==> config.mk <==
export PLATFORM = sky130hd
export DESIGN_NAME = fan_pid_speed_control_core
export DESIGN_NICKNAME = d
export VERILOG_FILES = /design/src/rtl/fpsc_pkg.sv /design/src/rtl/fpsc_mul.sv /design/src/rtl/fpsc_div.sv /design/src/rtl/fan_pid_speed_control_core.sv
export SDC_FILE = /design/constraint.sdc
export NUM_CORES = 2
export LEC_CHECK = 0
export BUFFER_PORTS_ARGS = -buffer_cell sky130_fd_sc_hd__buf_2
export CAP_MARGIN = 20
export CORE_ASPECT_RATIO = 1.25
export CORE_MARGIN = 1
export CORE_UTILIZATION = 33
export CTS_CLUSTER_DIAMETER = 150
export DETAILED_ROUTE_END_ITERATION = 12
export GPL_ROUTABILITY_DRIVEN = 1
export SYNTH_ARGS = -nofsm -noshare
export SYNTH_HDL_FRONTEND = slang
export SYNTH_SLANG_ARGS = --single-unit
==> constraint.sdc <==
create_clock -name clk -period 6.4 [get_ports clk]
set_input_delay 0.32 -clock clk [delete_from_list [all_inputs] [get_ports clk]]
set_output_delay 0.32 -clock clk [all_outputs]
set_load 0.01 [all_outputs]
==> src/rtl/fpsc_pkg.sv <==
package fpsc_pkg;

  localparam int TEMP_W  = 19;
  localparam int ERR_W   = 20;
  localparam int DIFF_W  = 21;
  localparam int INTEG_W = 48;
  localparam int GAIN_W  = 16;
  localparam int PROD_W  = 64;
  localparam int DIVR_W  = 18;
  localparam int SUM_W   = 56;
  localparam int SPEED_W = 16;
  localparam int CFG_W   = 16;
  localparam int CFG_IDX_W = 3;

  localparam int MUL_STEPS = GAIN_W;
  localparam int DIV_STEPS = PROD_W;

  localparam logic [CFG_IDX_W-1:0] CFG_MIN_SPEED = 3'd0;
  localparam logic [CFG_IDX_W-1:0] CFG_LOW_TEMP  = 3'd1;
  localparam logic [CFG_IDX_W-1:0] CFG_TARGET    = 3'd2;
  localparam logic [CFG_IDX_W-1:0] CFG_INTERVAL  = 3'd3;
  localparam logic [CFG_IDX_W-1:0] CFG_KP        = 3'd4;
  localparam logic [CFG_IDX_W-1:0] CFG_KI        = 3'd5;
  localparam logic [CFG_IDX_W-1:0] CFG_KD        = 3'd6;

  localparam logic [DIVR_W-1:0]  DIV_1000  = 18'd1000;
  localparam logic [SPEED_W-1:0] SPEED_MAX = 16'hFFFF;

  typedef enum logic [1:0] {
    OP_INT = 2'd0,
    OP_P   = 2'd1,
    OP_I   = 2'd2,
    OP_D   = 2'd3
  } op_t;

  typedef enum logic [3:0] {
    ST_IDLE   = 4'b0001,
    ST_MUL    = 4'b0010,
    ST_DIV    = 4'b0100,
    ST_RESULT = 4'b1000
  } state_t;

  function automatic logic [DIVR_W-1:0] times1000(input logic [7:0] x);
    logic [DIVR_W-1:0] w;
    w = {10'd0, x};
    return (w << 10) - (w << 4) - (w << 3);
  endfunction

endpackage

==> src/rtl/fpsc_mul.sv <==
module fpsc_mul (
  input  logic                                   clk,
  input  logic                                   rst_n,
  input  logic                                   start,
  input  logic signed [fpsc_pkg::INTEG_W-1:0]    a,
  input  logic signed [fpsc_pkg::GAIN_W-1:0]     b,
  output logic                                   done,
  output logic signed [fpsc_pkg::PROD_W-1:0]     prod
);

  logic                                  busy_r;
  logic                                  done_r;
  logic [$clog2(fpsc_pkg::MUL_STEPS)-1:0] cnt_r;
  logic [fpsc_pkg::PROD_W-1:0]           mcand_r;
  logic [fpsc_pkg::GAIN_W-1:0]           mplier_r;
  logic [fpsc_pkg::PROD_W-1:0]           acc_r;
  logic [fpsc_pkg::PROD_W-1:0]           addend;
  logic                                  last;

  assign addend = mplier_r[0] ? mcand_r : '0;
  assign last   = (cnt_r == $clog2(fpsc_pkg::MUL_STEPS)'(fpsc_pkg::MUL_STEPS - 1));

  always_ff @(posedge clk) begin
    if (!rst_n) begin
      busy_r <= 1'b0;
      done_r <= 1'b0;
      cnt_r  <= '0;
    end else begin
      done_r <= 1'b0;
      if (start) begin
        busy_r <= 1'b1;
        cnt_r  <= '0;
      end else if (busy_r) begin
        cnt_r <= cnt_r + 1'b1;
        if (last) begin
          busy_r <= 1'b0;
          done_r <= 1'b1;
        end
      end
    end
  end

  // shift-add, sign bit of the multiplier weighs negative
  always_ff @(posedge clk) begin
    if (start) begin
      mcand_r  <= {{(fpsc_pkg::PROD_W-fpsc_pkg::INTEG_W){a[fpsc_pkg::INTEG_W-1]}}, a};
      mplier_r <= b;
      acc_r    <= '0;
    end else if (busy_r) begin
      acc_r    <= last ? acc_r - addend : acc_r + addend;
      mcand_r  <= mcand_r << 1;
      mplier_r <= mplier_r >> 1;
    end
  end

  assign done = done_r;
  assign prod = signed'(acc_r);

endmodule

==> src/rtl/fpsc_div.sv <==
module fpsc_div (
  input  logic                                 clk,
  input  logic                                 rst_n,
  input  logic                                 start,
  input  logic signed [fpsc_pkg::PROD_W-1:0]   dividend,
  input  logic [fpsc_pkg::DIVR_W-1:0]          divisor,
  output logic                                 done,
  output logic signed [fpsc_pkg::PROD_W-1:0]   quotient
);

  logic                                   busy_r;
  logic                                   done_r;
  logic [$clog2(fpsc_pkg::DIV_STEPS)-1:0] cnt_r;
  logic                                   neg_r;
  logic [fpsc_pkg::PROD_W-1:0]            mag_r;
  logic [fpsc_pkg::DIVR_W-1:0]            rem_r;
  logic [fpsc_pkg::DIVR_W:0]              trial;
  logic                                   qbit;
  logic [fpsc_pkg::DIVR_W:0]              diff;

  assign trial = {rem_r, mag_r[fpsc_pkg::PROD_W-1]};
  assign qbit  = (trial >= {1'b0, divisor});
  assign diff  = trial - {1'b0, divisor};

  always_ff @(posedge clk) begin
    if (!rst_n) begin
      busy_r <= 1'b0;
      done_r <= 1'b0;
      cnt_r  <= '0;
    end else begin
      done_r <= 1'b0;
      if (start) begin
        busy_r <= 1'b1;
        cnt_r  <= '0;
      end else if (busy_r) begin
        cnt_r <= cnt_r + 1'b1;
        if (cnt_r == $clog2(fpsc_pkg::DIV_STEPS)'(fpsc_pkg::DIV_STEPS - 1)) begin
          busy_r <= 1'b0;
          done_r <= 1'b1;
        end
      end
    end
  end

  // restoring division on the magnitude, one quotient bit per cycle
  always_ff @(posedge clk) begin
    if (start) begin
      neg_r <= dividend[fpsc_pkg::PROD_W-1];
      mag_r <= dividend[fpsc_pkg::PROD_W-1] ? -dividend : dividend;
      rem_r <= '0;
    end else if (busy_r) begin
      rem_r <= qbit ? diff[fpsc_pkg::DIVR_W-1:0] : trial[fpsc_pkg::DIVR_W-1:0];
      mag_r <= {mag_r[fpsc_pkg::PROD_W-2:0], qbit};
    end
  end

  assign done     = done_r;
  assign quotient = neg_r ? -signed'(mag_r) : signed'(mag_r);

endmodule

==> src/rtl/fan_pid_speed_control_core.sv <==
// When the sample is at or below the low threshold the core goes straight to the
// result state; otherwise the result is set by four 16-step bit-serial multiplies
// and three 64-step bit-serial divides run one after another, then the result state.
// A new sample is accepted only in the idle state, reached once the last result is
// loaded into a free output register; a new sample is taken while that result waits.
// Reset (synchronous, rst_n low): registers to defaults, integral and prior error cleared.
module fan_pid_speed_control_core (
  input  logic                                    clk,
  input  logic                                    rst_n,
  input  logic                                    in_valid,
  output logic                                    in_stall,
  input  logic signed [fpsc_pkg::TEMP_W-1:0]      in_temperature_mc,
  output logic                                    out_valid,
  input  logic                                    out_stall,
  output logic [fpsc_pkg::SPEED_W-1:0]            out_speed_rpm,
  output logic                                    out_regulating,
  input  logic                                    cfg_we,
  input  logic [fpsc_pkg::CFG_IDX_W-1:0]          cfg_index,
  input  logic [fpsc_pkg::CFG_W-1:0]              cfg_wdata
);

  logic [15:0]                        min_speed_r;
  logic [7:0]                         low_temp_r;
  logic [7:0]                         target_r;
  logic [7:0]                         interval_r;
  logic signed [fpsc_pkg::GAIN_W-1:0] kp_r;
  logic signed [fpsc_pkg::GAIN_W-1:0] ki_r;
  logic signed [fpsc_pkg::GAIN_W-1:0] kd_r;

  fpsc_pkg::state_t                    state_r;
  fpsc_pkg::state_t                    state_nxt;
  fpsc_pkg::op_t                       op_r;
  logic                                mul_start_r;
  logic                                div_start_r;
  logic signed [fpsc_pkg::ERR_W-1:0]   err_r;
  logic signed [fpsc_pkg::ERR_W-1:0]   prior_r;
  logic signed [fpsc_pkg::INTEG_W-1:0] integ_r;
  logic signed [fpsc_pkg::SUM_W-1:0]   sum_r;
  logic                                reg_r;
  logic                                out_valid_r;
  logic [fpsc_pkg::SPEED_W-1:0]        out_speed_r;
  logic                                out_reg_r;

  logic                                in_acc;
  logic                                out_free;
  logic signed [fpsc_pkg::ERR_W-1:0]   temp_ext;
  logic signed [fpsc_pkg::ERR_W-1:0]   thr;
  logic signed [fpsc_pkg::ERR_W-1:0]   err;
  logic                                regulating;
  logic signed [fpsc_pkg::DIFF_W-1:0]  diff;
  logic signed [fpsc_pkg::INTEG_W-1:0] mul_a;
  logic signed [fpsc_pkg::GAIN_W-1:0]  mul_b;
  logic                                mul_done;
  logic signed [fpsc_pkg::PROD_W-1:0]  mul_prod;
  logic [fpsc_pkg::DIVR_W-1:0]         divisor;
  logic                                div_done;
  logic signed [fpsc_pkg::PROD_W-1:0]  div_quot;
  logic signed [fpsc_pkg::INTEG_W:0]   integ_sum;
  logic signed [fpsc_pkg::INTEG_W-1:0] integ_sat;
  logic signed [fpsc_pkg::SUM_W-1:0]   min_ext;
  logic [fpsc_pkg::SPEED_W-1:0]        speed;

  always_ff @(posedge clk) begin
    if (!rst_n) begin
      min_speed_r <= 16'd2000;
      low_temp_r  <= 8'd63;
      target_r    <= 8'd66;
      interval_r  <= 8'd7;
      kp_r        <= '0;
      ki_r        <= '0;
      kd_r        <= '0;
    end else if (cfg_we) begin
      case (cfg_index)
        fpsc_pkg::CFG_MIN_SPEED: min_speed_r <= cfg_wdata;
        fpsc_pkg::CFG_LOW_TEMP:  low_temp_r  <= cfg_wdata[7:0];
        fpsc_pkg::CFG_TARGET:    target_r    <= cfg_wdata[7:0];
        fpsc_pkg::CFG_INTERVAL:  interval_r  <= cfg_wdata[7:0];
        fpsc_pkg::CFG_KP:        kp_r        <= signed'(cfg_wdata);
        fpsc_pkg::CFG_KI:        ki_r        <= signed'(cfg_wdata);
        fpsc_pkg::CFG_KD:        kd_r        <= signed'(cfg_wdata);
        default: ;
      endcase
    end
  end

  assign in_stall = (state_r != fpsc_pkg::ST_IDLE);
  assign in_acc   = in_valid && !in_stall;
  assign out_free = !out_valid_r || !out_stall;

  assign temp_ext   = {in_temperature_mc[fpsc_pkg::TEMP_W-1], in_temperature_mc};
  assign thr        = signed'({2'b00, fpsc_pkg::times1000(low_temp_r)});
  assign err        = temp_ext - signed'({2'b00, fpsc_pkg::times1000(target_r)});
  assign regulating = (temp_ext > thr);
  assign diff       = {err_r[fpsc_pkg::ERR_W-1], err_r} - {prior_r[fpsc_pkg::ERR_W-1], prior_r};

  always_comb begin
    case (op_r)
      fpsc_pkg::OP_INT: begin
        mul_a = {{(fpsc_pkg::INTEG_W-fpsc_pkg::ERR_W){err_r[fpsc_pkg::ERR_W-1]}}, err_r};
        mul_b = signed'({8'd0, interval_r});
      end
      fpsc_pkg::OP_P: begin
        mul_a = {{(fpsc_pkg::INTEG_W-fpsc_pkg::ERR_W){err_r[fpsc_pkg::ERR_W-1]}}, err_r};
        mul_b = kp_r;
      end
      fpsc_pkg::OP_I: begin
        mul_a = integ_r;
        mul_b = ki_r;
      end
      fpsc_pkg::OP_D: begin
        mul_a = {{(fpsc_pkg::INTEG_W-fpsc_pkg::DIFF_W){diff[fpsc_pkg::DIFF_W-1]}}, diff};
        mul_b = kd_r;
      end
      default: begin
        mul_a = '0;
        mul_b = '0;
      end
    endcase
  end

  // derivative divisor is 1000 * interval, zero interval counts as one
  assign divisor = (op_r != fpsc_pkg::OP_D) ? fpsc_pkg::DIV_1000 :
                   (interval_r == 8'd0)     ? fpsc_pkg::DIV_1000 :
                                              fpsc_pkg::times1000(interval_r);

  assign integ_sum = {integ_r[fpsc_pkg::INTEG_W-1], integ_r} + mul_prod[fpsc_pkg::INTEG_W:0];

  always_comb begin
    if (integ_sum[fpsc_pkg::INTEG_W] != integ_sum[fpsc_pkg::INTEG_W-1]) begin
      integ_sat = integ_sum[fpsc_pkg::INTEG_W] ?
                  signed'({1'b1, {(fpsc_pkg::INTEG_W-1){1'b0}}}) :
                  signed'({1'b0, {(fpsc_pkg::INTEG_W-1){1'b1}}});
    end else begin
      integ_sat = integ_sum[fpsc_pkg::INTEG_W-1:0];
    end
  end

  assign min_ext = signed'({{(fpsc_pkg::SUM_W-16){1'b0}}, min_speed_r});

  always_comb begin
    if (sum_r < min_ext) begin
      speed = min_speed_r;
    end else if (sum_r > signed'({{(fpsc_pkg::SUM_W-fpsc_pkg::SPEED_W){1'b0}},
                                  fpsc_pkg::SPEED_MAX})) begin
      speed = fpsc_pkg::SPEED_MAX;
    end else begin
      speed = sum_r[fpsc_pkg::SPEED_W-1:0];
    end
  end

  fpsc_mul u_mul (
    .clk   (clk),
    .rst_n (rst_n),
    .start (mul_start_r),
    .a     (mul_a),
    .b     (mul_b),
    .done  (mul_done),
    .prod  (mul_prod)
  );

  fpsc_div u_div (
    .clk      (clk),
    .rst_n    (rst_n),
    .start    (div_start_r),
    .dividend (mul_prod),
    .divisor  (divisor),
    .done     (div_done),
    .quotient (div_quot)
  );

  always_comb begin
    state_nxt = state_r;
    case (state_r)
      fpsc_pkg::ST_IDLE: begin
        if (in_acc) begin
          state_nxt = regulating ? fpsc_pkg::ST_MUL : fpsc_pkg::ST_RESULT;
        end
      end
      fpsc_pkg::ST_MUL: begin
        if (mul_done && op_r != fpsc_pkg::OP_INT) begin
          state_nxt = fpsc_pkg::ST_DIV;
        end
      end
      fpsc_pkg::ST_DIV: begin
        if (div_done) begin
          state_nxt = (op_r == fpsc_pkg::OP_D) ? fpsc_pkg::ST_RESULT : fpsc_pkg::ST_MUL;
        end
      end
      fpsc_pkg::ST_RESULT: begin
        if (out_free) begin
          state_nxt = fpsc_pkg::ST_IDLE;
        end
      end
      default: state_nxt = fpsc_pkg::ST_IDLE;
    endcase
  end

  always_ff @(posedge clk) begin
    if (!rst_n) begin
      state_r     <= fpsc_pkg::ST_IDLE;
      mul_start_r <= 1'b0;
      div_start_r <= 1'b0;
      integ_r     <= '0;
      prior_r     <= '0;
      out_valid_r <= 1'b0;
    end else begin
      state_r     <= state_nxt;
      mul_start_r <= 1'b0;
      div_start_r <= 1'b0;
      if (out_valid_r && !out_stall) begin
        out_valid_r <= 1'b0;
      end
      case (state_r)
        fpsc_pkg::ST_IDLE: begin
          if (in_acc) begin
            sum_r <= min_ext;
            reg_r <= regulating;
            if (regulating) begin
              err_r       <= err;
              op_r        <= fpsc_pkg::OP_INT;
              mul_start_r <= 1'b1;
            end else begin
              integ_r <= '0;
              prior_r <= '0;
            end
          end
        end
        fpsc_pkg::ST_MUL: begin
          if (mul_done) begin
            if (op_r == fpsc_pkg::OP_INT) begin
              integ_r     <= integ_sat;
              op_r        <= fpsc_pkg::OP_P;
              mul_start_r <= 1'b1;
            end else begin
              div_start_r <= 1'b1;
            end
          end
        end
        fpsc_pkg::ST_DIV: begin
          if (div_done) begin
            sum_r <= sum_r + div_quot[fpsc_pkg::SUM_W-1:0];
            if (op_r == fpsc_pkg::OP_D) begin
              prior_r <= err_r;
            end else begin
              op_r        <= (op_r == fpsc_pkg::OP_P) ? fpsc_pkg::OP_I : fpsc_pkg::OP_D;
              mul_start_r <= 1'b1;
            end
          end
        end
        fpsc_pkg::ST_RESULT: begin
          if (out_free) begin
            out_valid_r <= 1'b1;
            out_speed_r <= speed;
            out_reg_r   <= reg_r;
          end
        end
        default: ;
      endcase
    end
  end

  assign out_valid      = out_valid_r;
  assign out_speed_rpm  = out_speed_r;
  assign out_regulating = out_reg_r;

  a_mul_done_in_mul: assert property (@(posedge clk) disable iff (!rst_n)
    mul_done |-> state_r == fpsc_pkg::ST_MUL)
    else $error("multiply finished outside multiply phase");

  a_div_done_in_div: assert property (@(posedge clk) disable iff (!rst_n)
    div_done |-> state_r == fpsc_pkg::ST_DIV)
    else $error("divide finished outside divide phase");

  a_out_from_result: assert property (@(posedge clk) disable iff (!rst_n)
    $rose(out_valid_r) |-> $past(state_r == fpsc_pkg::ST_RESULT))
    else $error("transaction presented without a finished result");

endmodule

# After elaboration in Yosys (flattened, before gate mapping)
# Cells that the tools add are included.
[totals]
word_cells = 186
inputBits = 43
ff_bits = 500
output_inout_bits = 19
[classes]
addsub = 17
bitwise_logic = 3
mux = 66
reduce_logical = 37
n_eq_ne = 28
n_lt_le_gt_ge = 4
[ops]
columns = ["cell", "n"]
rows = [
  ["64-bit 2-to-1 mux", 7],
  ["48-bit 2-to-1 mux", 6],
  ["56-bit 2-to-1 mux", 3],
  ["48-bit case mux with 3 select lines", 1],
  ["56-bit case mux with 2 select lines", 1],
  ["48-bit case mux with 2 select lines", 1],
  ["20-bit 2-to-1 mux", 4],
  ["64-bit adder", 1],
  ["16-bit 2-to-1 mux", 4],
  ["64-bit negator", 1],
  ["16-bit case mux with 4 select lines", 1],
  ["64-bit subtractor", 1],
  ["56-bit adder", 1],
  ["56-bit by 17-bit greater-than comparator with 1-bit output, second input constant", 1],
  ["56-bit by 17-bit < comparator with 1-bit output", 1],
  ["56-bit negator", 1],
  ["18-bit 2-to-1 mux", 3],
  ["18-bit by 11-bit subtractor with 18-bit output", 3],
  ["18-bit by 12-bit subtractor with 18-bit output", 3],
  ["49-bit adder", 1],
  ["20-bit case mux with 2 select lines", 1],
  ["4-bit 2-to-1 mux", 6],
  ["20-bit by 20-bit subtractor with 21-bit output", 1],
  ["19-bit by 19-bit subtractor with 20-bit output", 1],
  ["other kinds (40)", 101],
]

# Longest topological paths before layout
[logic_depth]
word_depth = 7
mapped_depth = 27
depth_no_buf = 24

# Cells and area by module
# From an unflattened synthesis, not the netlist that was laid out.
[hier_totals]
cells_unflattened = 4774
area_unflattened_um2 = 40037.1
[modules_own_cells]
columns = ["module", "seq_area_each_um2", "instances", "cells_each", "area_each_um2"]
rows = [
  ["fan_pid_speed_control_core", 6145.9, 1, 2600, 21234.1],
  ["fpsc_mul", 3803.6, 1, 1321, 11548.6],
  ["fpsc_div", 2472.4, 1, 853, 7254.5],
]

# Worst setup path after synthesis
# OpenSTA, ideal clock, no wires.
[synth_timing]
path_kind = "reg2reg"
startpoint = "reg u_div.mag_r[7] (netlist name)"
endpoint = "reg sum_r[54] (netlist name) (data pin)"
setup_time_ps = 266
synth_period_minus_slack_ps = 5705
t_required_ps = 6134
arrival_time_ps = 5439
stages_incl_launch_ff = 22
path_slack_ps = 695
n_path_buf = 1
path_cell_list = "edfxtp_1 -> or4_4 -> or4b_4 -> nor4_2 -> or3b_1 -> buf_2 -> or3_4 -> nand2b_4 -> or2_4 -> o31ai_1 -> xnor2_1 -> ha_1 -> o21a_1 -> a2111oi_0 -> o211ai_1 -> a211o_1 -> nand3_1 -> nor2_1 -> o22ai_1 -> o21ai_0 -> xnor2_1 -> nor2_1"
[synth_via]
elab_chain_len = 5
[synth_rtl]
columns = ["item", "line_no", "text"]
rows = [
  ["from (decl)", "fpsc_div.sv:15", "logic [fpsc_pkg::PROD_W-1:0] mag_r;"],
  ["from (signal assigned)", "fpsc_div.sv:49", "mag_r <= dividend[fpsc_pkg::PROD_W-1] ? -dividend : dividend;"],
  ["from (signal assigned)", "fpsc_div.sv:53", "mag_r <= {mag_r[fpsc_pkg::PROD_W-2:0], qbit};"],
  ["56-bit negator", "fpsc_div.sv:58", "assign quotient = neg_r ? -signed'(mag_r) : signed'(mag_r);"],
  ["56-bit 2-to-1 mux *", "fpsc_div.sv:58", ""],
  ["56-bit adder *", "fan_pid_speed_control_core.sv:241", "sum_r <= sum_r + div_quot[fpsc_pkg::SUM_W-1:0];"],
  ["56-bit 2-to-1 mux *", "fan_pid_speed_control_core.sv:240", "if (div_done) begin"],
  ["56-bit case mux with 2 select lines *", "fan_pid_speed_control_core.sv:213", "case (state_r)"],
  ["to (signal assigned)", "fan_pid_speed_control_core.sv:216", "sum_r <= min_ext;"],
  ["to (signal assigned)", "fan_pid_speed_control_core.sv:241", ""],
  ["to (decl)", "fan_pid_speed_control_core.sv:38", "logic signed [fpsc_pkg::SUM_W-1:0] sum_r;"],
]
# Every way passes the cells marked *; elsewhere a longest branch is shown, timed or not. The select of a mux whose other input is x is not followed.
# A chain may end at the register's enable or synchronous reset.

# Worst setup path in the final report
[layout_timing]
startpoint = "reg u_div.mag_r[9] (netlist name)"
endpoint = "reg sum_r[53] (netlist name) (data pin)"
# Same word-level chain as after synthesis.

==> impl_metrics.env <==
export IMPL_min_from="cfg_wdata[10]"
export IMPL_comb_power_share_pct=41.6
export IMPL_synthCells=4407
export IMPL_p_int_mw=7.955
export IMPL_path_cells="or4_4, or4b_4, nor4_2, or3b_1, or3_1, nand2b_1, o41ai_1, xnor2_1, ha_1, nand2_1, nor3_1, and3_1, and2_1, nand4_1, o211a_1, o31a_1, a21oi_1, xnor2_1, nor2_1"
export IMPL_powerDensity_nw_per_um2=320.2
export IMPL_max_stage_delay_ps=580
export IMPL_place_congestion=0.9083
export IMPL_fp_coreArea_um2=113100
export IMPL_critPathTopFamily="simple AND/OR/NAND/NOR gates"
export IMPL_hold_depth=3
export IMPL_clockBufferDepth=3
export IMPL_swShare_pct=40.03
export IMPL_yosysUniqueCellTypes=82
export IMPL_syn_nets=4764
export IMPL_endpoint_kind="flip-flop"
export IMPL_max_freq_mhz=167.4
export IMPL_fin_cells=5910
export IMPL_p_seq_share_pct=34.1
export IMPL_drt_total_wl_um=101000
export IMPL_critPathMostFrequentCell="xnor2_1"
export IMPL_synth_edf_count=241
export IMPL_drt_met1_wl_um=46430
export IMPL_power_leakage_nw=15.99
export IMPL_cp_slowest_cell="or4_4"
export IMPL_place_worst_setup_slack_ps=226.5
export IMPL_async_flop_share_pct=0
export IMPL_reg2reg_depth=19
export IMPL_portBuffers=61
export IMPL_grt_pass1_vias=30277
export IMPL_cp_start_kind="flip-flop"
export IMPL_setup_viol=0
export IMPL_power_switching_mw=5.311
export IMPL_finClkSkew_ps=35.33
export IMPL_dp_cells=5797
export IMPL_fill_cells=11550
export IMPL_reg2reg_setup_slack_ps=420
export IMPL_hold_path_class="in -> reg"
export IMPL_rsz0062_at_grt="no"
export IMPL_row_count=138
export IMPL_routed_wl_met2_um=48460
export IMPL_route_top_layer_used="met4"
export IMPL_die_area_um2=115400
export IMPL_path_depth=19
export IMPL_synth_flop_cell="dfxtp_1"
export IMPL_crit_type="reg -> reg"
export IMPL_dpl_instance_area_um2=39500
export IMPL_cts_tree="done"
export IMPL_crit_arrival_ps=6330
export IMPL_area_growth_pct=10.12
export IMPL_p_clk_share_pct=24.3
export IMPL_final_area_um2=41420
export IMPL_critPathRequiredTime_ps=6760
export IMPL_wl_met3_um=3195
export IMPL_r2r_end="sum_r[53]"
export IMPL_grt_pass1_wl_um=162700
export IMPL_boundaryPins=62
export IMPL_drv_slew=0
export IMPL_num_vias=31580
export IMPL_avgSynthCellArea_um2=8.536
export IMPL_ys_ff_latch=500
export IMPL_status="complete, no violations"
export IMPL_setup_tns_ps=0
export IMPL_insertion_delay_ps=630
export IMPL_final_cell_mix="nand2_1, nor2_1, a21oi_1"
export IMPL_cts_sinks=500
export IMPL_antenna_left=0
export IMPL_yosysWarningCount=0
export IMPL_initial_core_util_pct=33.26
export IMPL_finalWorstSetupSlack_ps=424.8
export IMPL_seq_area_frac_synth_pct=33.02
export IMPL_numCtsBuffers=53
export IMPL_whs_ps=34.88
export IMPL_drt_iter0_markers=2001
export IMPL_multi_input_area_um2=23940
export IMPL_firstDrtPassIters=5
export IMPL_syn_area_um2=37620
export IMPL_hpwl_um=77440
export IMPL_clkSlewWorstSetupHoldPaths_ps=60
export IMPL_finalHoldViolCount=0
export IMPL_viasPerCell=5.343
export IMPL_maxSlewHeadroom_pct=37.28
export IMPL_drive_above_1_share_pct=6.985
export IMPL_route_detailed_drc=0
export IMPL_grt_overflow=0
export IMPL_fin_nets=4751
export IMPL_final_core_util_pct=36.63
export IMPL_total_power_mw=13.27
export IMPL_fin_crit_ps=5975
export IMPL_grt_max_degree=93
export IMPL_dieHeight_um=379.5
export IMPL_wl_per_cell_um=17.08
export IMPL_maxCapViolCount=0
export IMPL_path_buf_inv=0
export IMPL_tightestPinTransition_ps=940.8
export IMPL_fin_crit_sh_pct=93.36
export IMPL_crit_reg2reg_launch="u_div.mag_r[9]"
export IMPL_antenna_found_initial=1
export IMPL_root_buffer="clkbuf_16"
export IMPL_fp_dieW_um=304.0
export IMPL_layout_commonest_cell="nand2_1"
export IMPL_cts_htree_levels=2
export IMPL_regArea_um2=12430
export IMPL_track_usage_pct=17.10
export IMPL_worst_ir_drop_vdd_uv=219.9
export IMPL_whs_endpoint="kp_r[10]"
export IMPL_crit_fanout=7
-- logic make-up (layout without fill, tap and decap cells) --
family	count (synthesis)	in the layout	share of synthesized area, %
muxes	122	122	3.625
AOI/OAI and AO/OA	1316	1316	22.87
other	0	2	0
and+or+nand+nor	1423	1423	17.55
xor gates and xnor gates	379	379	8.824
DFF	500	500	33.02
buffers and inverters	353	384	3.526
adders and majority gates	314	314	10.58
-- flip-flops by register name, indices dropped and copies added, names as in the netlist, 18 cells and up --
name	flops
prior_r	20
integ_r	48
u_mul.prod	64
err_r	20
sum_r	56
u_div.mag_r	64
u_div.rem_r	18
u_mul.mcand_r	64
-- power groups by stage --
stage / clock network (mW) / logic [mW] / registers [mW]
final: 3.22 / 5.52 / 4.53
after detailed placement: 0 / 5.44 / 4.57
after floorplan: 0 / 4.35 / 4.29
after CTS: 3.31 / 5.48 / 4.51
after global placement: 0 / 5.41 / 4.56
after global routing: 3.41 / 6.15 / 4.58
-- worst max-delay path by stage --
stage                     startpoint        endpoint  slack (ps)
floorplan             u_div.mag_r[7]       sum_r[54]         690
global placement      u_div.mag_r[9]       sum_r[54]         270
detailed placement    u_div.mag_r[9]       sum_r[54]         230
CTS                   u_div.mag_r[9]       sum_r[54]         190
global route        u_mul.mcand_r[8]  u_mul.prod[57]          10
finish                u_div.mag_r[9]       sum_r[53]         420
-- area by class of cell --
cell class	count	share of cell area [%]
clock buffer	71	3.489
inverter	157	1.426
timing repair buffer	128	2.024
clock inverter	28	0.8125
multi-input combinational	3554	57.79
sequential	500	30.01
tap	1470	4.440
antenna	2	0.01208
-- Yosys cell counts (all sizes together) (55+ instances only) --
cell type | count | share of area [%]
nand2 | 517 | 5.2
nor2 | 387 | 3.9
a21oi | 358 | 4.8
ha | 307 | 10
dfxtp | 259 | 14
o21ai | 259 | 3.4
edfxtp | 241 | 19
xnor2 | 212 | 4.9
clkbuf | 175 | 1.7
xor2 | 167 | 3.9
inv | 156 | 1.6
a21o | 105 | 2.1
a21boi | 92 | 1.8
mux2i | 80 | 2.1
nand3 | 73 | 0.97
nor2b | 69 | 1.1
o21a | 69 | 1.4
nor3 | 65 | 0.86
o31ai | 58 | 1.2
nand2b | 57 | 0.99
o211ai | 55 | 1.1
-- metal layers --
metal  GRT usage (%)  vias to the layer above
met5               0                        -
met4           5.651                        0
met3           1.326                      130
met2           30.07                      529
met1           22.05                    14861
li1                -                    16060
-- worst register-to-register path, stage by stage, from the launching register on --
cell and delay, ps:
edfxtp_1 440, or4_4 580, or4b_4 510, nor4_2 230, or3b_1 480, or3_1 430, nand2b_1 240, o41ai_1 350
xnor2_1 130, ha_1 390, nand2_1 120, nor3_1 240, and3_1 220, and2_1 190, nand4_1 130, o211a_1 290
o31a_1 350, a21oi_1 180, xnor2_1 140, nor2_1 50
-- repair_timing --
item	4_1_cts	5_1_grt
hold buffers	10	0
hold endpoints to repair	22	0
setup buffers	0	0
resized for setup	0	7
endpoints found under the setup margin	0	12
Note: power is estimated with default switching activity, not from simulation.
